**src/fac_pkg.sv**
```systemverilog
package fac_pkg;

   // default sizes of the block
   localparam int PRED_ORDER_DEF  = 12;
   localparam int MAX_FRAME_DEF   = 512;
   localparam int SAMPLE_BITS_DEF = 16;

   // fixed widths of the result fields
   localparam int LAG_W = 4;
   localparam int SUM_W = 41;

   // control that travels with an item down the pipeline
   typedef struct packed {
      logic valid;
      logic last;
   } ctl_type;

endpackage

```
**src/fac_accum.sv**
```systemverilog
module fac_accum #(
   parameter int PRED_ORDER  = fac_pkg::PRED_ORDER_DEF,
   parameter int MAX_FRAME   = fac_pkg::MAX_FRAME_DEF,
   parameter int SAMPLE_BITS = fac_pkg::SAMPLE_BITS_DEF,
   parameter int ACC_W       = $clog2(MAX_FRAME) + 2 * SAMPLE_BITS
) (
   input  logic                            clock,
   input  logic                            reset,
   input  fac_pkg::ctl_type                prod_ctl,
   input  logic signed [2*SAMPLE_BITS-1:0] prod [PRED_ORDER+1],
   input  logic                            bank_free,
   output logic                            adv,
   output logic                            snap,
   output logic signed [ACC_W-1:0]         sums [PRED_ORDER+1]
);
   import fac_pkg::*;

   localparam logic signed [ACC_W:0] LIMIT =
      signed'((ACC_W+1)'(MAX_FRAME) << (2 * SAMPLE_BITS - 2));
   localparam logic signed [ACC_W:0] NEG_LIMIT = -LIMIT;

   logic signed [ACC_W-1:0] acc_ff [PRED_ORDER+1];
   logic signed [ACC_W:0]   raw [PRED_ORDER+1];

   // add each product and clamp to the saturation limit
   always_comb begin
      for (int k = 0; k <= PRED_ORDER; k++) begin
         raw[k] = (ACC_W+1)'(acc_ff[k]) + (ACC_W+1)'(prod[k]);
         if (raw[k] > LIMIT) begin
            sums[k] = ACC_W'(LIMIT);
         end else if (raw[k] < NEG_LIMIT) begin
            sums[k] = ACC_W'(NEG_LIMIT);
         end else begin
            sums[k] = ACC_W'(raw[k]);
         end
      end
   end

   // a frame end holds the pipeline until the output bank can take the sums
   assign adv  = !(prod_ctl.valid && prod_ctl.last && !bank_free);
   assign snap = prod_ctl.valid && prod_ctl.last && bank_free;

   // accumulators, cleared once the frame's sums go to the bank
   always_ff @(posedge clock) begin
      if (reset) begin
         for (int k = 0; k <= PRED_ORDER; k++) begin
            acc_ff[k] <= '0;
         end
      end else if (prod_ctl.valid && adv) begin
         for (int k = 0; k <= PRED_ORDER; k++) begin
            acc_ff[k] <= prod_ctl.last ? '0 : sums[k];
         end
      end
   end

endmodule

```
**config.mk**
```make
export PLATFORM = sky130hd
export DESIGN_NAME = fac_accum
export DESIGN_NICKNAME = d
export VERILOG_FILES = /design/src/fac_pkg.sv /design/src/fac_accum.sv
export SDC_FILE = /design/constraint.sdc
export NUM_CORES = 2
export LEC_CHECK = 0
export BUFFER_PORTS_ARGS = -buffer_cell sky130_fd_sc_hd__buf_2
export CORE_AREA = 2 2 376 378
export CTS_BUF_LIST = sky130_fd_sc_hd__clkbuf_16
export CTS_CLUSTER_DIAMETER = 120
export DETAILED_ROUTE_END_ITERATION = 16
export DIE_AREA = 0 0 378 380
export SLEW_MARGIN = 20
export SYNTH_ARGS = -nofsm -noshare
export SYNTH_HDL_FRONTEND = slang
export SYNTH_SLANG_ARGS = --single-unit
```
**constraint.sdc**
```tcl
create_clock -name clock -period 13.1 [get_ports clock]
set_clock_uncertainty 0.15 [all_clocks]
set_input_delay 1.31 -clock clock [delete_from_list [all_inputs] [get_ports clock]]
set_output_delay 1.31 -clock clock [all_outputs]
set_load 0.005 [all_outputs]
```
==> flow_results.org <==
** Critical path
- Kind of launch point of the worst setup path :: input port
- Highest net fanout along the worst path :: 55
- Crit Path Category :: input port to output pin
- Sort of element at the end of the critical path :: output pin
- Library cell contributing the largest single delay on the critical path :: sky130_fd_sc_hd__o41ai_2
- At the worst endpoint, the arrival time is 6380 ps.
- Delay of the slowest cell on the worst path :: 630 ps
- Series of cell instances along the critical path :: buf_2 > ha_1 > inv_1 > fa_1 > nand2b_1 > a21oi_1 > o2111a_1 > nor3_1 > o41ai_2 > a311oi_1 > xor2_1 > nand4_1 > nor4_1 > a21oi_4 > buf_4 > nor2_1 > buf_2
- Bufs and invs on worst path :: 4
- On the critical path the largest part of the delay comes from compound AO/OA/AOI/OAI gates.
- Required time at the endpoint of the critical path :: 11640 ps
- Most repeated library cell on the critical path :: sky130_fd_sc_hd__buf_2

** STA
- Fin Setup TNS :: 0 ps
- Pin slew with the least headroom to its limit :: 1170 ps
- Setup repair after global routing left no endpoint under its margin.
- The final number of hold-violating endpoints was 0.
- The worst pin sits at a relative slew slack of 20.6%.
- Of the available clock period, the critical path in the final layout requires 59.8%.
- Final hold analysis gives a worst-case slack of 543 ps.
- The worst path needs 7840 ps of the cycle, external delays included.
- The number of slew-limit violations in the final report is 0.
- Number of setup violations in the final report :: 0
- Achievable clock frequency :: 0.128 GHz

** Clocking
- Clock transition at the registers of the reported paths :: 60 ps
- Quantity of gates resized following cts :: 0
- Post-cts hold buffer count :: 0
- Largest buffer count on any clock path :: 3
- Sinks on the clock net :: 533
- Post-CTS setup buffers :: 0
- CTS tree :: built
- At the later pin of the worst-skew pair, clock insertion delay measures 680 ps.
- The root buffer cell chosen for the clock tree is sky130_fd_sc_hd__clkbuf_16.
- Buffers inserted during clock tree synthesis total 76.
- Maximum level of the CTS H-tree :: 3

** Placed design
- In this run the tool buffered the top-level ports with 955 buffer cells.
- Detailed placer's ending HPWL :: 176 mm
- Routability-driven placement finished with a final weighted congestion of 0.984.

** Routing
- Detail-routed net length per standard cell :: 23.0 um
- In the routed layout, each cell is associated on average with a via count of 5.97.
- After detailed routing, the number of remaining DRC violations is 0.
- Via count of the routed design :: 57200
- Drt initial violations :: 5321
- For this run, the detailed router's first-pass iteration total came to 6.
- Antenna-violating nets left :: 0
- The routed design has 220 mm of wire.

** GRT
- Summed over all layers, the global routing overflow is 0.
- The via count of the first global-routing pass came to 54300.
- Pin count of the biggest net entering global routing :: 161
- Total global-route track usage :: 29.1%
- Initial antenna violation count :: 69
- The first global-routing pass estimated 329 mm of wire.

** Yosys
- After synthesis, the share of flip-flops with an asynchronous set or reset is 0%.
- The share of the Yosys chip area taken by registers is 29.2%.
- Dividing the synthesized area by the synthesized cell count gives 7.98 sq um.
- Synth Instances :: 6878
- Number of enable-type register cells in the synthesized netlist :: 533
- FF+latch count, synth :: 533
- After synthesis the cells add up to 54900 sq um.
- After synthesis, the netlist uses 94 different library cells.
- Synthesized net count :: 7845
- The Yosys step of the flow raised 0 warnings.
- Predominant post-synthesis flop cell :: sky130_fd_sc_hd__edfxtp_1

** Layout
- Synth-to-layout area growth :: 16.0%
- Summing all flip-flop and latch instances after layout gives 16000 sq um.
- Most frequent cells in the layout :: sky130_fd_sc_hd__nor2_1 (1118), sky130_fd_sc_hd__buf_2 (955), sky130_fd_sc_hd__a21oi_1 (632)
- Leaving out fill and tap cells, the most frequent cell in the layout is sky130_fd_sc_hd__nor2_1.
- Number of flip-flops in the largest register :: 533
- acc_ff holds more flip-flops than any other register.
- Filler Cell Count :: 14200
- Registers with the most flip-flops :: acc_ff: 533 flops
- The final layout contains 8564 nets.
- Fraction of layout instances using a drive strength above 1 :: 16.1%
- Multi-input gate area :: 37100 sq um

** Floorplan
- Die Outline Area :: 144000 sq um
- 956 I/O pins were placed.
- Std-Cell Rows :: 137
- For this configuration, the core starts out at a cell density of 39.4%.
- In this run the vertical extent of the chip is 380 um.
- DIE WIDTH :: 378 um
- Core Footprint :: 139000 sq um

** Pwr
- VDD sags by at most 0.000101 V.
- Reported leakage power :: 27.5 nW
- Areal power density over the cells :: 124 nW/um^2

** Hold path
- Worst hold-check path type :: flip-flop to flip-flop

** Job
- Maximum Capacitance Violations :: 0

** Outcome
- The run finished with clean final reports.
final cells by class:
type,instances,share of cell area (%)
sequential,533,25.1
multi-input combinational,5859,58.2
timing repair buffer,990,7.96
inverter,137,0.808
clock buffer,79,3.11
antenna,40,0.157
tap,1876,3.69
clock inverter,59,0.891
routing by layer:
metal  vias to the layer above  track usage [%]  share of wire (%)
met3                       429             5.65                7.6
li1                      27100                -                  -
met5                         -                0               0.15
met2                      2189             46.4                 45
met1                     27400             38.3                 43
met4                        50             12.5                4.3
logic make-up (layout without fill, tap and decap cells):
kind of cell / count (synthesis) / in the layout / share of synthesized area [%]
AO/OA/AOI/OAI: 1924 / 1924 / 22.3
buffers and inverters: 486 / 1265 / 3.47
flip-flops: 533 / 533 / 29.2
XOR/XNOR: 440 / 440 / 7.02
multiplexers: 30 / 30 / 0.575
AND/OR/NAND/NOR: 2919 / 2919 / 24.9
other: 0 / 40 / 0
adder cells (fa/ha/maj): 546 / 546 / 12.6
power breakdown:
part | switching, mW | internal, mW | leakage, nW
sequential | 0.0423 | 2.03 | 5.87
combinational | 2.42 | 1.22 | 20.3
clock | 0.898 | 1.29 | 1.28
worst register-to-register path, cell delays in order, from the launching register on:
cell	delay, ps
sky130_fd_sc_hd__edfxtp_1	330
sky130_fd_sc_hd__ha_1	180
sky130_fd_sc_hd__inv_1	60
sky130_fd_sc_hd__fa_1	390
sky130_fd_sc_hd__nand2b_1	190
sky130_fd_sc_hd__a211oi_1	640
sky130_fd_sc_hd__o2111ai_1	430
sky130_fd_sc_hd__a2111oi_0	740
sky130_fd_sc_hd__nor2_1	160
sky130_fd_sc_hd__o221ai_1	360
sky130_fd_sc_hd__nand3_1	120
sky130_fd_sc_hd__nor4_1	450
sky130_fd_sc_hd__a31oi_4	360
sky130_fd_sc_hd__nand2b_2	730
sky130_fd_sc_hd__nor2_1	300
worst paths after layout:
check | to | startpoint | cells past startpoint | slack, ps
max | sums[189] | prod[128] | 17 | 5260
min | acc_ff[0][82] | acc_ff[0][82] | 3 | 540
max reg2reg | acc_ff[1][120] | acc_ff[1][82] | 14 | 7320
min reg2reg | acc_ff[0][82] | acc_ff[0][82] | 3 | 540
synthesized netlist by cell type, drive strengths merged, types with 39 or more instances:
| library cell | number | area [sq um] |
|---|---|---|
| nor2 | 1121 | 4210 |
| nand2 | 629 | 2360 |
| ha | 533 | 6670 |
| nor3 | 382 | 2050 |
| buf | 44 | 243 |
| clkbuf | 305 | 1140 |
| o21bai | 69 | 518 |
| and2 | 59 | 369 |
| and3 | 58 | 363 |
| a211oi | 81 | 613 |
| xnor2 | 228 | 2000 |
| edfxtp | 533 | 16000 |
| o21a | 87 | 653 |
| xor2 | 212 | 1860 |
| or3 | 39 | 244 |
| nand4 | 172 | 1080 |
| nor2b | 84 | 526 |
| a21o | 135 | 1010 |
| and4 | 40 | 350 |
| a31oi | 66 | 419 |
| inv | 137 | 514 |
| nand3 | 134 | 671 |
| o211ai | 79 | 593 |
| a21oi | 633 | 3170 |
| o21ai | 416 | 2090 |
| nand2b | 58 | 363 |
per-stage QoR:
| step | std cells | util [%] | worst slack (ps) | cell area (sq um) | total power, mW |
|---|---|---|---|---|---|
| floorplan | 6878 | - | 4690 | 54900 | 4.34 |
| global placement | 9395 | 43.8 | 5440 | 61000 | 5.68 |
| detailed placement | 9395 | 43.8 | 5360 | 61000 | 5.68 |
| CTS | 9533 | 45.7 | 5350 | 63500 | 7.91 |
| global route | 9559 | 45.7 | 4980 | 63600 | 8.31 |
| finish | 9573 | 45.7 | 5260 | 63600 | 7.90 |
Power figures use the tool's default switching activity.
