--- src/fac_pkg.sv ---
package fac_pkg;

   // default sizes of the block
   localparam int PRED_ORDER_DEF  = 12;
   localparam int MAX_FRAME_DEF   = 512;
   localparam int SAMPLE_BITS_DEF = 16;

   // fixed widths of the result fields
   localparam int LAG_W = 4;
   localparam int SUM_W = 41;

   // control that travels with an item down the pipeline
   typedef struct packed {
      logic valid;
      logic last;
   } ctl_type;

endpackage

--- src/fac_drain.sv ---
module fac_drain #(
   parameter int PRED_ORDER = fac_pkg::PRED_ORDER_DEF,
   parameter int ACC_W      = fac_pkg::SUM_W
) (
   input  logic                        clock,
   input  logic                        reset,
   input  logic                        snap,
   input  logic signed [ACC_W-1:0]     sums [PRED_ORDER+1],
   output logic                        bank_free,
   output logic                        rsp_valid,
   input  logic                        rsp_stall,
   output logic [fac_pkg::LAG_W-1:0]   rsp_lag,
   output logic signed [fac_pkg::SUM_W-1:0] rsp_corr_sum,
   output logic                        rsp_run_last
);
   import fac_pkg::*;

   localparam int CNT_W = (PRED_ORDER + 1 > 1) ? $clog2(PRED_ORDER + 1) : 1;
   localparam logic [CNT_W-1:0] LAST_LAG = CNT_W'(PRED_ORDER);

   logic signed [ACC_W-1:0] bank_ff [PRED_ORDER+1];
   logic                    busy_ff;
   logic [CNT_W-1:0]        cnt_ff;
   logic                    at_last;
   logic                    step;

   assign at_last   = (cnt_ff == LAST_LAG);
   assign step      = busy_ff && !rsp_stall;
   assign bank_free = !busy_ff || (step && at_last);

   // run state: busy while the bank still holds undelivered sums
   always_ff @(posedge clock) begin
      if (reset) begin
         busy_ff <= 1'b0;
         cnt_ff  <= '0;
      end else if (snap) begin
         busy_ff <= 1'b1;
         cnt_ff  <= '0;
      end else if (step) begin
         if (at_last) begin
            busy_ff <= 1'b0;
         end else begin
            cnt_ff <= cnt_ff + 1'b1;
         end
      end
   end

   // bank loads on a frame end and shifts toward the head as items leave
   always_ff @(posedge clock) begin
      if (snap) begin
         for (int k = 0; k <= PRED_ORDER; k++) begin
            bank_ff[k] <= sums[k];
         end
      end else if (step) begin
         for (int k = 0; k < PRED_ORDER; k++) begin
            bank_ff[k] <= bank_ff[k+1];
         end
      end
   end

   assign rsp_valid    = busy_ff;
   assign rsp_lag      = LAG_W'(cnt_ff);
   assign rsp_corr_sum = SUM_W'(bank_ff[0]);
   assign rsp_run_last = at_last;

endmodule

--- config.mk ---
export PLATFORM = sky130hd
export DESIGN_NAME = fac_drain
export DESIGN_NICKNAME = d
export VERILOG_FILES = /design/src/fac_pkg.sv /design/src/fac_drain.sv
export SDC_FILE = /design/constraint.sdc
export NUM_CORES = 1
export LEC_CHECK = 0
export BUFFER_PORTS_ARGS = -buffer_cell sky130_fd_sc_hd__clkbuf_2
export CAP_MARGIN = 20
export CELL_PAD_IN_SITES_DETAIL_PLACEMENT = 0
export CELL_PAD_IN_SITES_GLOBAL_PLACEMENT = 1
export CORE_MARGIN = 5
export CORE_UTILIZATION = 45
export DETAILED_ROUTE_END_ITERATION = 8
export PLACE_DENSITY = 0.77
export SLEW_MARGIN = 10
export SYNTH_ARGS = -nofsm -noshare
export SYNTH_HDL_FRONTEND = slang
export SYNTH_SLANG_ARGS = --single-unit
export TNS_END_PERCENT = 30
--- constraint.sdc ---
create_clock -name clock -period 34.4 [get_ports clock]
set_clock_uncertainty 0.15 [all_clocks]
set_input_delay 3.44 -clock clock [delete_from_list [all_inputs] [get_ports clock]]
set_output_delay 3.44 -clock clock [all_outputs]
set_load 0.1 [all_outputs]
==> results.cfg, run 1 <==
[global_route]
grt_pass1_vias = 12525
grt_pass1_wl_mm = 73.29
grt_overflow = 0
grt_max_degree = 176
gr-usage-all-layers = 0.1675
antenna_found_initial = 22

[cells_and_area]
nets = 2249
syn2layout_area_growth_pct = 19.30
nFillCells = 4203
drive_above_1_share = 0.6602
fin_cells = 2452

[power]
p_total_mw = 1.545
power.density_nw_per_um2 = 55.13
peakVddDrop_v = 0.00004456
leakagePower_nw = 10.98

[setup_path]
arrival_ns = 4.33
cp_max_fo = 3
critPathKind = in -> out
regToRegSetupSlack_ns = 30.64
cp.required_ns = 30.81
endpoint_kind = primary output
cp-start-kind = input pin

[timing]
finalSetupViolations = 0
worst_pin_slew_ns = 1.208
hold_viol = 0
slew-limit-headroom = 0.1949
whs_ns = 0.3870
period_minus_slack_ns = 7.924
grt_setup_unrepaired = false
max_freq_ghz = 0.1262
finalCritPeriodShare = 0.2303
worst_slack_ns = 26.48
fin_tns_setup_ns = 0
drv_slew = 0

[die]
row_count = 83
die_area_um2 = 56880
start_util = 0.4562
die_h_um = 238.5
boundaryPins = 585
die_width_um = 238.5
core_area_um2 = 51510

[cts]
cts_setup_buffers = 0
cts.sinks = 538
cts_resized = 0
hold_buffers = 0
clk_path_buf_depth = 3
cts_tree = yes
ctsHtreeMaxLevel = 2
root_buffer = clkbuf_16
numCtsBuffers = 56
clkSlewWorstSetupHoldPaths_ns = 0.06
clkLatencyLatePin_ns = 0.58

[yosys]
yosys.cell_types.count = 24
yosysSeqAreaShare = 0.6854
synth-edff-count = 533
synth.area.top_cells = edfxtp_1 68%, mux2_2 18%, mux2_4 7.0%
avgSynthCellArea_um2 = 20.38
synth-seq-cells = 538
synthCells = 1153
ys_async_sr_fraction = 0
ys.flop_type = edfxtp_1
yosysMostFrequentCell = edfxtp_1
netlist_top_cells_count = 533 x edfxtp_1, 375 x mux2_2, 110 x mux2_4
synthDominantCellAreaShare = 0.6812
yosysTopAreaCell = edfxtp_1
syn_nets = 1692
synth.cell_area_um2 = 23500
synth_warnings = 0

[route]
wirelength_mm = 50.07
wire_per_inst_um = 20.42
via_per_inst = 4.806
drtIter0Drc = 733
first_pass_iters = 4
vias = 11784
antenna_left = 0
drc = 0

[placed_design]
gp_congestion = 0.8263
placed_cells = 2331
io_buffers = 584
dpl_worst_slack_ns = 26.36
dp_hpwl_mm = 35.73

[run_status]
status = finished, final reports clean

[worst_hold_path]
hold_class = reg -> reg

[flow_run]
max-cap-violations = 0
[worst max-delay path, stage by stage]
cell,delay (ns)
clkbuf_2,0.10
o21ai_0,0.27
clkbuf_2,0.52
[sequential cells by signal (all words and copies together) (netlist names)]
register,cells
bank_ff,533
rsp_valid,1
rsp_lag,4
[report_power, final]
group / switching (mW) / internal [mW]
sequential: 0.0137 / 0.786
combinational: 0.0763 / 0.0683
clock: 0.238 / 0.363
total: 0.328 / 1.22
[cell families (layout without fill, tap and decap cells)]
logic type | after synthesis | count (layout) | share of synthesized area
DFF | 538 | 538 | 0.6854
and+or+nand+nor | 12 | 12 | 0.003781
buffers and inverters | 100 | 701 | 0.05389
muxes | 492 | 492 | 0.2534
other | 0 | 18 | 0
AOI/OAI and AO/OA | 9 | 9 | 0.002449
adders and majority gates | 2 | 2 | 0.001065
[worst paths after layout]
check                              endpoint                 startpoint  depth (start not counted)
hold reg to reg   bank_ff[0][273]$_DFFE_PP_  bank_ff[0][314]$_DFFE_PP_                          1
hold / removal    bank_ff[0][273]$_DFFE_PP_  bank_ff[0][314]$_DFFE_PP_                          1
setup reg to reg  bank_ff[0][112]$_DFFE_PP_     rsp_valid$_SDFFE_PP0P_                          5
setup / recovery                  bank_free                  rsp_stall                          3
[final cells by class]
cell class / instances / area [µm²] / share of cell area
multi-input combinational: 515 / 6132 / 0.2188
inverter: 4 / 15.01 / 0.0005356
clock buffer: 70 / 1485 / 0.05298
tap: 680 / 850.8 / 0.03035
sequential: 538 / 16110 / 0.5746
clock inverter: 32 / 344.1 / 0.01228
antenna: 18 / 45.04 / 0.001607
timing repair buffer: 595 / 3053 / 0.1089
[per-stage QoR]
stage               cell area, µm²  utilization
CTS                          27960       0.5428
global route                 28030       0.5442
finish                       28030       0.5442
detailed placement           26130       0.5073
global placement             26130       0.5073
floorplan                    23500            -
[placed cells by master (no fill, tap or decap)]
cell type	instances
clkbuf_2	583
edfxtp_1	533
mux2_2	375
mux2_4	110
clkbuf_16	57
diode_2	18
clkinv_1	15
clkbuf_1	12
buf_4	9
bufinv_16	8
clkinv_2	8
mux2_1	7
dfxtp_1	5
inv_1	4
nand3_1	4
o21ai_0	3
a21boi_0	2
a21oi_1	2
ha_1	2
buf_12	2
nand2b_4	1
nor2_8	1
nand2_4	1
and2b_1	1
nor2_1	1
nor3_1	1
a41oi_1	1
a2111oi_0	1
nand4_1	1
and3b_1	1
clkinvlp_4	1
clkbuf_8	1
buf_16	1
[per-layer routing]
layer	wire length (µm)	vias to the layer above	GRT usage	share of wire
met4	1263	8	0.06661	0.025
li1	-	5625	-	-
met1	19380	5716	0.2044	0.39
met2	26060	355	0.2879	0.52
met5	48	-	0	0.00096
met3	3324	80	0.04130	0.066
No activity file was read; power rests on OpenSTA's default activity.
==> run 2, diff against run 1 <==
==> constraint.sdc (replaced) <==
create_clock -name clock -period 7.7 [get_ports clock]
set_clock_uncertainty 0.15 [all_clocks]
set_input_delay 0.77 -clock clock [delete_from_list [all_inputs] [get_ports clock]]
set_output_delay 0.77 -clock clock [all_outputs]
set_load 0.1 [all_outputs]
==> results.cfg, run 2 (synthesis gave the netlist of run 1 again) <==
[global_route]
gr-usage-all-layers = 0.1696
grt_pass1_vias = 12672
antenna_found_initial = 14
grt_pass1_wl_mm = 74.49
grt_max_degree = 178
grt_overflow = 0

[power]
peakVddDrop_v = 0.0001944
power.density_nw_per_um2 = 242.3
leakagePower_nw = 10.92

[setup_path]
cp-start-kind = flop
arrival_ns = 2.34
critPathKind = reg -> out
regToRegStartpoint = rsp_valid$_SDFFE_PP0P_
startpoint = rsp_lag[0]$_SDFFE_PP0P_
cp_max_fo = 6
cpPeakStageDelay_ns = 0.53
slowest_stage = clkbuf_2
path_cells = inv_1 > ha_1 > nand3_1 > o21ai_0 > clkbuf_2
critical_path.top_delay_family = buffers and inverters
path_depth = 5
cp.required_ns = 6.78
r2r_cells = 4
endpoint_kind = primary output
critPathBufInv = 2

[die]
die_h_um = 238.5
boundaryPins = 585
die_width_um = 238.5
row_count = 83
die_area_um2 = 56880
core_area_um2 = 51510
start_util = 0.4562

[cts]
cts_setup_buffers = 0
cts_tree = yes
clkLatencyLatePin_ns = 0.59
cts.sinks = 538
numCtsBuffers = 57
hold_buffers = 0
root_buffer = clkbuf_16
ctsHtreeMaxLevel = 2
clk_path_buf_depth = 3
cts_resized = 0
clkSlewWorstSetupHoldPaths_ns = 0.06

[worst_hold_path]
min_from = sums[25]
holdPathStages = 1
hold_class = in -> reg

[cells_and_area]
final_common_cell = clkbuf_2
syn2layout_area_growth_pct = 18.73
nFillCells = 4267
final_cell_mix = 583 x clkbuf_2, 533 x edfxtp_1, 375 x mux2_2
nets = 2247
largest_reg_flops = 533
drive_above_1_share = 0.6600
largest-register = bank_ff

[timing]
fin_tns_setup_ns = 0
finalCritPeriodShare = 0.4240
finalSetupViolations = 0
period_minus_slack_ns = 3.265
max_freq_ghz = 0.3063
grt_setup_unrepaired = false
slew-limit-headroom = 0.1525
whs_ns = 0.2048
worst_pin_slew_ns = 1.271
drv_slew = 0
hold_viol = 0

[flow_run]
max-cap-violations = 0

[placed_design]
dp_hpwl_mm = 36.01
io_buffers = 584
gp_congestion = 0.8229

[route]
first_pass_iters = 4
via_per_inst = 4.827
drtIter0Drc = 656
wirelength_mm = 50.52
vias = 11783
wire_per_inst_um = 20.69
antenna_left = 0
drc = 0

[run_status]
status = finished, final reports clean
run 2: cell count changes in the layout (fill, tap and decap cells not counted), sizes merged:
cell,change
inv,+3
clkbuf,+2
clkinvlp,-1
clkinv,+1
buf,-3
bufinv,-6
diode,-7
run 2: through the flow:
step,std cells,util,area (µm²),setup slack (ns),power [mW]
after floorplan,1153,-,23500,2.275,4.112
after global placement,2329,0.5076,26150,4.104,4.260
after detailed placement,2329,0.5076,26150,4.022,4.281
after CTS,2430,0.5411,27870,4.389,6.843
after global routing,2440,0.5415,27890,4.323,7.025
final,2441,0.5416,27900,4.435,6.760
run 2: final timing paths:
path                               end  slack (ns)
max                          bank_free        4.44
max reg2reg   bank_ff[0][62]$_DFFE_PP_        4.73
min reg2reg  bank_ff[0][367]$_DFFE_PP_        0.39
min          bank_ff[0][517]$_DFFE_PP_        0.20
run 2: final cells by class:
cell class                      count  area, µm²  area share
Inverter                            4      15.01   0.0005382
Clock buffer                       72       1525     0.05467
Timing Repair Buffer              592       3035      0.1088
Tap cell                          680      850.8     0.03050
Multi-Input combinational cell    515       6141      0.2201
Sequential cell                   538      16110      0.5773
Antenna cell                       11      27.53   0.0009867
Clock inverter                     29      196.4    0.007042
run 2: worst register-to-register path, delay by kind of cell (launching register included):
kind,cells,cell delay [ns]
simple gates,2,0.71
mux,1,0.86
flops,1,0.40
buf+inv,1,0.59
run 2: power breakdown:
group | total [mW] | internal, mW | switching [mW]
logic | 0.641 | 0.305 | 0.336
clock network | 2.55 | 1.46 | 1.09
registers | 3.57 | 3.51 | 0.0640
run 2: per-layer routing:
layer / global-route usage / share of wire / up-vias
met5: 0 / 0.00055 / -
met4: 0.06591 / 0.030 / 6
met3: 0.04868 / 0.072 / 89
met2: 0.2939 / 0.52 / 352
met1: 0.2009 / 0.38 / 5720
li1: - / - / 5616
